<file path="src/design/tbd_pkg.sv">
// ----------------------------------------------------------------------------
// tbd_pkg
// Shared types and constants for the tone bit detector.
// ----------------------------------------------------------------------------
package tbd_pkg;

    localparam int LEVEL_W  = 10;
    localparam int INDEX_W  = 4;
    localparam int TIMING_W = 8;
    localparam int OUT_W    = 8;
    localparam int POS_W    = 3;
    localparam int CFG_ADDR_W = 5;
    localparam int CFG_DATA_W = 32;

    // Input operation codes (op field on s_tuser).
    localparam logic [1:0] OP_TICK  = 2'd0;
    localparam logic [1:0] OP_START = 2'd1;
    localparam logic [1:0] OP_CLEAR = 2'd2;

    // Sequencer phases.
    localparam logic [1:0] PH_IDLE    = 2'd0;
    localparam logic [1:0] PH_POLL    = 2'd1;
    localparam logic [1:0] PH_SETTLE  = 2'd2;
    localparam logic [1:0] PH_CONFIRM = 2'd3;

    // Register indexes (byte address is four times the index).
    localparam logic [2:0] REG_THRESHOLD     = 3'd0;
    localparam logic [2:0] REG_BIT_LENGTH    = 3'd1;
    localparam logic [2:0] REG_POLL_INTERVAL = 3'd2;
    localparam logic [2:0] REG_POLL_COUNT    = 3'd3;
    localparam logic [2:0] REG_SETTLE_TIME   = 3'd4;

    localparam logic [LEVEL_W-1:0]  RST_THRESHOLD     = 10'd512;
    localparam logic [INDEX_W-1:0]  RST_BIT_LENGTH    = 4'd8;
    localparam logic [TIMING_W-1:0] RST_POLL_INTERVAL = 8'd5;
    localparam logic [TIMING_W-1:0] RST_POLL_COUNT    = 8'd40;
    localparam logic [TIMING_W-1:0] RST_SETTLE_TIME   = 8'd30;

    typedef struct packed {
        logic [LEVEL_W-1:0]  threshold;
        logic [INDEX_W-1:0]  bit_length;
        logic [TIMING_W-1:0] poll_interval;
        logic [TIMING_W-1:0] poll_count;
        logic [TIMING_W-1:0] settle_time;
    } tbd_cfg_t;

    typedef struct packed {
        logic             tone_now;
        logic [OUT_W-1:0] assembled_value;
        logic             bit_value;
        logic             ok;
        logic             done_res;
        logic             busy_res;
    } tbd_result_t;

    // A timing register of zero behaves as one.
    function automatic logic [TIMING_W-1:0] at_least_one(input logic [TIMING_W-1:0] v);
        return (v == '0) ? TIMING_W'(1) : v;
    endfunction

endpackage

</file>
<file path="src/design/tbd_cfg.sv">
// ----------------------------------------------------------------------------
// tbd_cfg
// APB register bank holding the detector's timing and threshold settings.
// ----------------------------------------------------------------------------
module tbd_cfg
    import tbd_pkg::*;
(
    input  logic                  aclk,
    input  logic                  aresetn,
    input  logic                  psel,
    input  logic                  penable,
    input  logic                  pwrite,
    input  logic [CFG_ADDR_W-1:0] paddr,
    input  logic [CFG_DATA_W-1:0] pwdata,
    output logic [CFG_DATA_W-1:0] prdata,
    output logic                  pready,
    output tbd_cfg_t              cfg
);

    tbd_cfg_t   cfg_reg;
    logic       wr_en;
    logic [2:0] reg_sel;

    assign pready  = 1'b1;
    assign wr_en   = psel && penable && pwrite && pready;
    assign reg_sel = paddr[4:2];
    assign cfg     = cfg_reg;

    always_ff @(posedge aclk) begin
        if (!aresetn) begin
            cfg_reg.threshold     <= RST_THRESHOLD;
            cfg_reg.bit_length    <= RST_BIT_LENGTH;
            cfg_reg.poll_interval <= RST_POLL_INTERVAL;
            cfg_reg.poll_count    <= RST_POLL_COUNT;
            cfg_reg.settle_time   <= RST_SETTLE_TIME;
        end else if (wr_en) begin
            unique case (reg_sel)
                REG_THRESHOLD:     cfg_reg.threshold     <= pwdata[LEVEL_W-1:0];
                REG_BIT_LENGTH:    cfg_reg.bit_length    <= pwdata[INDEX_W-1:0];
                REG_POLL_INTERVAL: cfg_reg.poll_interval <= pwdata[TIMING_W-1:0];
                REG_POLL_COUNT:    cfg_reg.poll_count    <= pwdata[TIMING_W-1:0];
                REG_SETTLE_TIME:   cfg_reg.settle_time   <= pwdata[TIMING_W-1:0];
                default: ;
            endcase
        end
    end

    always_comb begin
        unique case (reg_sel)
            REG_THRESHOLD:     prdata = CFG_DATA_W'(cfg_reg.threshold);
            REG_BIT_LENGTH:    prdata = CFG_DATA_W'(cfg_reg.bit_length);
            REG_POLL_INTERVAL: prdata = CFG_DATA_W'(cfg_reg.poll_interval);
            REG_POLL_COUNT:    prdata = CFG_DATA_W'(cfg_reg.poll_count);
            REG_SETTLE_TIME:   prdata = CFG_DATA_W'(cfg_reg.settle_time);
            default:           prdata = '0;
        endcase
    end

endmodule

</file>
<file path="src/design/tbd_core.sv">
// ----------------------------------------------------------------------------
// tbd_core
// Poll, settle and confirm sequencer with the stored bit register.
// ----------------------------------------------------------------------------
module tbd_core
    import tbd_pkg::*;
#(
    parameter int BIT_SLOTS = 8
) (
    input  logic               aclk,
    input  logic               aresetn,
    input  logic               step_en,
    input  logic [1:0]         op,
    input  logic [INDEX_W-1:0] bit_index,
    input  logic [LEVEL_W-1:0] level,
    input  tbd_cfg_t           cfg,
    output tbd_result_t        res,
    output logic [1:0]         phase
);

    localparam logic [INDEX_W-1:0] SLOTS_LIMIT = INDEX_W'(BIT_SLOTS);

    logic [BIT_SLOTS-1:0] bits_reg,    bits_next;
    logic [1:0]           phase_reg,   phase_next;
    logic [TIMING_W-1:0]  tick_reg,    tick_next;
    logic [TIMING_W-1:0]  polls_reg,   polls_next;
    logic [POS_W-1:0]     target_reg,  target_next;
    logic                 confirm_reg, confirm_next;

    logic                 tone;
    logic                 do_poll;
    logic [TIMING_W-1:0]  poll_cnt;
    logic [TIMING_W-1:0]  tick_dec;
    logic [INDEX_W-1:0]   limit;
    logic [BIT_SLOTS-1:0] pos_mask;
    logic                 done, ok, bitv;

    assign tone     = level > cfg.threshold;
    assign tick_dec = tick_reg - TIMING_W'(1);
    assign limit    = (cfg.bit_length == '0 || cfg.bit_length > SLOTS_LIMIT)
                      ? SLOTS_LIMIT : cfg.bit_length;

    always_comb begin
        for (int i = 0; i < BIT_SLOTS; i++) begin
            pos_mask[i] = (target_reg == POS_W'(i));
        end
    end

    always_comb begin
        bits_next    = bits_reg;
        phase_next   = phase_reg;
        tick_next    = tick_reg;
        polls_next   = polls_reg;
        target_next  = target_reg;
        confirm_next = confirm_reg;
        do_poll      = 1'b0;
        poll_cnt     = polls_reg + TIMING_W'(1);
        done         = 1'b0;
        ok           = 1'b0;
        bitv         = 1'b0;

        unique case (phase_reg)
            PH_IDLE: begin
                if (op == OP_START) begin
                    if (bit_index == '0 || bit_index > limit) begin
                        done = 1'b1;
                    end else begin
                        target_next  = POS_W'(bit_index - INDEX_W'(1));
                        confirm_next = 1'b0;
                        poll_cnt     = TIMING_W'(1);
                        do_poll      = 1'b1;
                    end
                end else if (op == OP_CLEAR) begin
                    bits_next = '0;
                end
            end
            PH_POLL: begin
                tick_next = tick_dec;
                if (tick_dec == '0) begin
                    do_poll = 1'b1;
                end
            end
            PH_SETTLE: begin
                tick_next = tick_dec;
                if (tick_dec == '0) begin
                    confirm_next = tone;
                    phase_next   = PH_CONFIRM;
                end
            end
            PH_CONFIRM: begin
                bitv       = confirm_reg || tone;
                bits_next  = bitv ? (bits_reg | pos_mask) : (bits_reg & ~pos_mask);
                phase_next = PH_IDLE;
                tick_next  = '0;
                done       = 1'b1;
                ok         = 1'b1;
            end
            default: ;
        endcase

        if (do_poll) begin
            polls_next = poll_cnt;
            if (tone) begin
                phase_next = PH_SETTLE;
                tick_next  = at_least_one(cfg.settle_time);
            end else if (poll_cnt >= at_least_one(cfg.poll_count)) begin
                phase_next = PH_IDLE;
                tick_next  = '0;
                done       = 1'b1;
            end else begin
                phase_next = PH_POLL;
                tick_next  = at_least_one(cfg.poll_interval);
            end
        end
    end

    always_ff @(posedge aclk) begin
        if (!aresetn) begin
            bits_reg    <= '0;
            phase_reg   <= PH_IDLE;
            tick_reg    <= '0;
            polls_reg   <= '0;
            target_reg  <= '0;
            confirm_reg <= 1'b0;
        end else if (step_en) begin
            bits_reg    <= bits_next;
            phase_reg   <= phase_next;
            tick_reg    <= tick_next;
            polls_reg   <= polls_next;
            target_reg  <= target_next;
            confirm_reg <= confirm_next;
        end
    end

    assign res.busy_res        = (phase_next != PH_IDLE);
    assign res.done_res        = done;
    assign res.ok              = ok;
    assign res.bit_value       = bitv;
    assign res.assembled_value = OUT_W'(bits_next);
    assign res.tone_now        = tone;
    assign phase               = phase_reg;

endmodule

</file>
<file path="src/design/tone_bit_detector.sv">
// ----------------------------------------------------------------------------
// tone_bit_detector
// Reads on-off keyed tone bits from a per-tick tone level stream.
// ----------------------------------------------------------------------------
//
//  Channel   Direction  Handshake           Payload
//  s_*       in         s_tvalid/s_tready   one tick: op, bit index, level
//  m_*       out        m_tvalid/m_tready   one result per tick: status + bits
//  APB       in         psel/penable        five setting registers
//
// Each tick transaction is captured in an input register, evaluated by the
// sequencer combinationally and written to the result register, one
// transaction per cycle while m_tready does not stall. The sequencer state
// advances only when a transaction moves from the input register into the
// result register. A stall on m_tready holds the result register and then
// the input register; the slave side stays ready while the result register
// is being drained. Reset is synchronous and active low; the settings
// return to their documented defaults.
//
module tone_bit_detector
    import tbd_pkg::*;
#(
    parameter int BIT_SLOTS = 8
) (
    input  logic                  aclk,
    input  logic                  aresetn,
    // Tick stream.
    input  logic                  s_tvalid,
    output logic                  s_tready,
    input  logic [15:0]           s_tdata,  // [3:0] bit_index, [13:4] level, [15:14] zero
    input  logic [1:0]            s_tuser,  // [1:0] op
    // Result stream.
    output logic                  m_tvalid,
    input  logic                  m_tready,
    output logic [15:0]           m_tdata,  // [0] busy_res, [1] done_res, [2] ok,
                                            // [3] bit_value, [11:4] assembled_value,
                                            // [12] tone_now, [15:13] zero
    // Settings port.
    input  logic                  psel,
    input  logic                  penable,
    input  logic                  pwrite,
    input  logic [CFG_ADDR_W-1:0] paddr,
    input  logic [CFG_DATA_W-1:0] pwdata,
    output logic [CFG_DATA_W-1:0] prdata,
    output logic                  pready
);

    tbd_cfg_t    cfg;
    tbd_result_t core_res;
    logic [1:0]  core_phase;

    // Input register stage.
    logic               in_valid_reg;
    logic [1:0]         in_op_reg;
    logic [INDEX_W-1:0] in_index_reg;
    logic [LEVEL_W-1:0] in_level_reg;

    // Result register stage.
    logic        out_valid_reg;
    tbd_result_t out_res_reg;

    logic advance;
    logic s_take;

    // A transaction moves forward when the result register is empty or drains.
    assign advance  = in_valid_reg && (!out_valid_reg || m_tready);
    assign s_tready = !in_valid_reg || advance;
    assign s_take   = s_tvalid && s_tready;

    tbd_cfg u_cfg (
        .aclk    (aclk),
        .aresetn (aresetn),
        .psel    (psel),
        .penable (penable),
        .pwrite  (pwrite),
        .paddr   (paddr),
        .pwdata  (pwdata),
        .prdata  (prdata),
        .pready  (pready),
        .cfg     (cfg)
    );

    tbd_core #(
        .BIT_SLOTS (BIT_SLOTS)
    ) u_core (
        .aclk      (aclk),
        .aresetn   (aresetn),
        .step_en   (advance),
        .op        (in_op_reg),
        .bit_index (in_index_reg),
        .level     (in_level_reg),
        .cfg       (cfg),
        .res       (core_res),
        .phase     (core_phase)
    );

    always_ff @(posedge aclk) begin
        if (!aresetn) begin
            in_valid_reg <= 1'b0;
        end else if (s_tready) begin
            in_valid_reg <= s_tvalid;
        end
    end

    // The payload needs no reset; it is qualified by the valid flag.
    always_ff @(posedge aclk) begin
        if (s_take) begin
            in_op_reg    <= s_tuser;
            in_index_reg <= s_tdata[3:0];
            in_level_reg <= s_tdata[13:4];
        end
    end

    always_ff @(posedge aclk) begin
        if (!aresetn) begin
            out_valid_reg <= 1'b0;
        end else if (advance) begin
            out_valid_reg <= 1'b1;
        end else if (m_tready) begin
            out_valid_reg <= 1'b0;
        end
    end

    always_ff @(posedge aclk) begin
        if (advance) begin
            out_res_reg <= core_res;
        end
    end

    assign m_tvalid = out_valid_reg;
    assign m_tdata  = {3'b000,
                       out_res_reg.tone_now,
                       out_res_reg.assembled_value,
                       out_res_reg.bit_value,
                       out_res_reg.ok,
                       out_res_reg.done_res,
                       out_res_reg.busy_res};

    // A finished sequence never reports itself as still running.
    assert property (@(posedge aclk) disable iff (!aresetn)
        (m_tvalid && out_res_reg.done_res) |-> !out_res_reg.busy_res)
        else $error("done result reported busy");

    // A stored bit or a decided bit only comes with the end of a sequence.
    assert property (@(posedge aclk) disable iff (!aresetn)
        (m_tvalid && (out_res_reg.ok || out_res_reg.bit_value)) |-> out_res_reg.done_res)
        else $error("ok or bit_value without done");

    // The busy flag of the latest result matches the sequencer phase.
    assert property (@(posedge aclk) disable iff (!aresetn)
        advance |=> ((core_phase != PH_IDLE) == out_res_reg.busy_res))
        else $error("busy flag disagrees with sequencer phase");

    // The sequencer never moves without a transaction passing through.
    assert property (@(posedge aclk) disable iff (!aresetn)
        !advance |=> $stable(core_phase))
        else $error("sequencer phase changed without a transaction");

endmodule

</file>
<file path="config.mk">
export PLATFORM = sky130hd
export DESIGN_NAME = tone_bit_detector
export DESIGN_NICKNAME = d
export VERILOG_FILES = /design/src/design/tbd_pkg.sv /design/src/design/tbd_cfg.sv /design/src/design/tbd_core.sv /design/src/design/tone_bit_detector.sv
export SDC_FILE = /design/constraint.sdc
export NUM_CORES = 1
export LEC_CHECK = 0
export ABC_CLOCK_PERIOD_IN_PS = 4500
export CAP_MARGIN = 20
export CORE_MARGIN = 2
export CORE_UTILIZATION = 25
export CTS_CLUSTER_SIZE = 30
export DETAILED_ROUTE_END_ITERATION = 12
export DONT_BUFFER_PORTS = 1
export PLACE_DENSITY_LB_ADDON = 0.25
export SYNTH_ARGS = -nofsm -noshare
export SYNTH_HDL_FRONTEND = slang
export SYNTH_HIERARCHICAL = 1
export SYNTH_SLANG_ARGS = --single-unit
</file>
<file path="constraint.sdc">
create_clock -name aclk -period 4.5 [get_ports aclk]
set_input_delay 0.225 -clock aclk [delete_from_list [all_inputs] [get_ports aclk]]
set_output_delay 0.225 -clock aclk [all_outputs]
set_load 0.005 [all_outputs]
</file>
==> impl_metrics.tcl <==
set metrics [dict create \
    route.detailed.drc 0 \
    holdWs_ns 0.0210 \
    design.die.area_sq_um 25000 \
    synth-seq-cells 99 \
    grtUsageTotal_pct 12.8 \
    numPortBuffers 0 \
    hold_buffers 18 \
    ys_types 74 \
    wirelength_um 15200 \
    drtPass1Iterations 7 \
    path_clk_slew_ns 0.07 \
    synth_commonest_cells "dfxtp_1, nand2_1, mux2i_1, o21ai_0, inv_1" \
    yosysSeqAreaShare_pct 38.3 \
    cts_root_buf "clkbuf_16" \
    worstPathArrival_ns 3.91 \
    area_delta_synth_final_pct 10.4 \
    clk_latency_ns 0.36 \
    grt_pass1_wl_um 24700 \
    tns_ns 0 \
    slew_headroom_pct 54.7 \
    avgRoutedWirePerCell_um 15.6 \
    fin_crit_sh_pct 81.0 \
    cts_made_buffers 9 \
    die_w_um 158 \
    antenna_found_initial 0 \
    cp_slowest_cell "and2_1" \
    synth.top_cell.area_share_pct 23.6 \
    diodes 0 \
    fillCellCount 2529 \
    postRouteAntennaNets 0 \
    regArea_sq_um 2270 \
    finClkSkew_ns 0.0140 \
    hold_viol 0 \
    core-area_sq_um 23400 \
    p_per_area_nw_per_um2 298 \
    synth_edf_count 29 \
    cp-start-kind "flip-flop" \
    synthFlopType "dfxtp_1" \
    worst_pin_slew_ns 0.679 \
    globalplace.congestion 0.776 \
    ys_warn_count 6 \
    syn_inst 653 \
    multi_input_area_sq_um 3220 \
    pin_count 113 \
    initial_core_util_pct 25.3 \
    avgViaCountPerCell 4.63 \
    fin_nets 741 \
    hpwlAfterDp_um 10700 \
    cts.sinks 99 \
    synth_area_sq_um 5930 \
    ir_worst_vdd_mv 0.171 \
    grt_pass1_vias 4356 \
    cap_violations 0 \
    yosys.area.top_type "dfxtp_1" \
    cp_slowest_stage_delay_ns 0.38 \
    fmax_mhz 274 \
    path_cells "nor3_1 -> nor2_1 -> ha_1 -> a21o_1 -> a211oi_1 -> and2_1 -> buf_4 -> nor2_1 -> ha_1 -> a21oi_1 -> o21ai_0 -> a21oi_1 -> buf_4 -> o211a_1 -> o21ai_0 -> a211oi_1" \
    cp.required_ns 4.76 \
    cts_tree "yes" \
    period_needed_ns 3.65 \
    vias 4494 \
    post_cts_resized 0 \
    synth_most_common_cell "dfxtp_1" \
    path_class "reg2reg" \
    syn_area_per_cell_sq_um 9.08 \
    fp-row-count 56 \
    drt_first_iter_violations 276 \
    overflow 0 \
    post-cts-setup-buffers 0 \
    slew_violations 0 \
    hp-class "in2reg" \
    setup_violations 0 \
    ys_async_sr_fraction_pct 0 \
    leakagePower_nw 2.39 \
    drive_above_1_share_pct 7.82 \
    synth_area_leaders "dfxtp_1, edfxtp_1, ha_1, mux2i_1, buf_4" \
    crit_fanout 11 \
    clock_path_buffers 2 \
    htree_levels 3 \
    largest_register_ffs 38 \
    worst-r2r-setup-slack_ns 0.85 \
    grt_max_degree 57 \
    die_h_um 158 \
    rsz0062_at_grt "false" \
    cp-end-kind "flip-flop" \
    outcome "finished clean" \
]
[power breakdown]
group | switching, mW | leakage (nW) | total [mW] | internal (mW)
registers | 0.0242 | 0.846 | 0.967 | 0.942
logic | 0.137 | 1.41 | 0.235 | 0.0977
clock network | 0.370 | 0.134 | 0.750 | 0.380
total | 0.532 | 2.39 | 1.95 | 1.42
[critical path, delay by kind of cell (launching register included)]
| kind | cells | cell delay, ns |
|---|---|---|
| simple gates | 4 | 0.73 |
| compound gates | 8 | 1.35 |
| flops | 1 | 0.34 |
| fa+ha+maj | 2 | 0.64 |
| buf+inv | 2 | 0.48 |
[cell families (layout without fill, tap and decap cells)]
group	Yosys count	in the layout	synth area share, %
AO/OA/AOI/OAI	158	158	17.4
XOR/XNOR	12	12	1.77
adder cells (fa/ha/maj)	32	32	6.75
buffers and inverters	102	78	9.14
flip-flops	99	99	38.3
multiplexers	43	43	7.32
other	3	26	0.190
AND/OR/NAND/NOR	204	204	19.1
[path summary, 6_finish.rpt]
check / from / endpoint / cells after the start
min: aresetn / in_valid_reg / 1
min reg2reg: u_core/bits_reg[5] / u_core/bits_reg[5] / 2
max: u_cfg/cfg[24] / u_core/tick_reg[0] / 16
max reg2reg: u_cfg/cfg[24] / u_core/tick_reg[0] / 16
[metrics by stage]
stage               total power [mW]  worst slack [ns]  area (sq um)  util, %  std cells
floorplan                       1.18              1.08          6020        -        676
global placement                1.21             0.908          6080     26.0        936
detailed placement              1.21             0.893          6080     26.0        936
CTS                             1.97             0.882          6530     27.9        970
global route                    2.04             0.556          6550     28.0        971
finish                          1.95             0.854          6550     28.0        971
[per-layer routing]
| metal | part of all wire [%] | track usage (%) |
|---|---|---|
| met1 | 49 | 17.4 |
| met2 | 44 | 19.6 |
| met3 | 5.3 | 4.08 |
| met4 | 0.98 | 3.09 |
| met5 | 0 | 0 |
[area by class of cell]
| cell class | count | share of cell area, % |
|---|---|---|
| multi-input combinational | 475 | 49.1 |
| sequential | 99 | 34.7 |
| tap | 319 | 6.09 |
| timing repair buffer | 26 | 3.78 |
| clock buffer | 9 | 3.44 |
| inverter | 36 | 2.06 |
| clock inverter | 7 | 0.783 |
[cells in the final DEF (no fill, tap or decap), types with 6 or more instances in the layout]
master and count:
dfxtp_1 70, nand2_1 58, mux2i_1 40, o21ai_0 39
inv_1 36, a21oi_1 34, ha_1 32, edfxtp_1 29
nor2_1 29, conb_1 26, nand3_1 22, nor2b_1 20
dlygate4sd3_1 18, nor3_1 14, o22ai_1 10, nand4_1 10
clkbuf_16 9, a311oi_1 9, buf_4 7, a211oi_1 7
xor2_1 7, o21a_1 6, o21ai_1 6, a22oi_1 6
nor3b_1 6, nand2b_1 6
(Power assumes the default switching activity.)
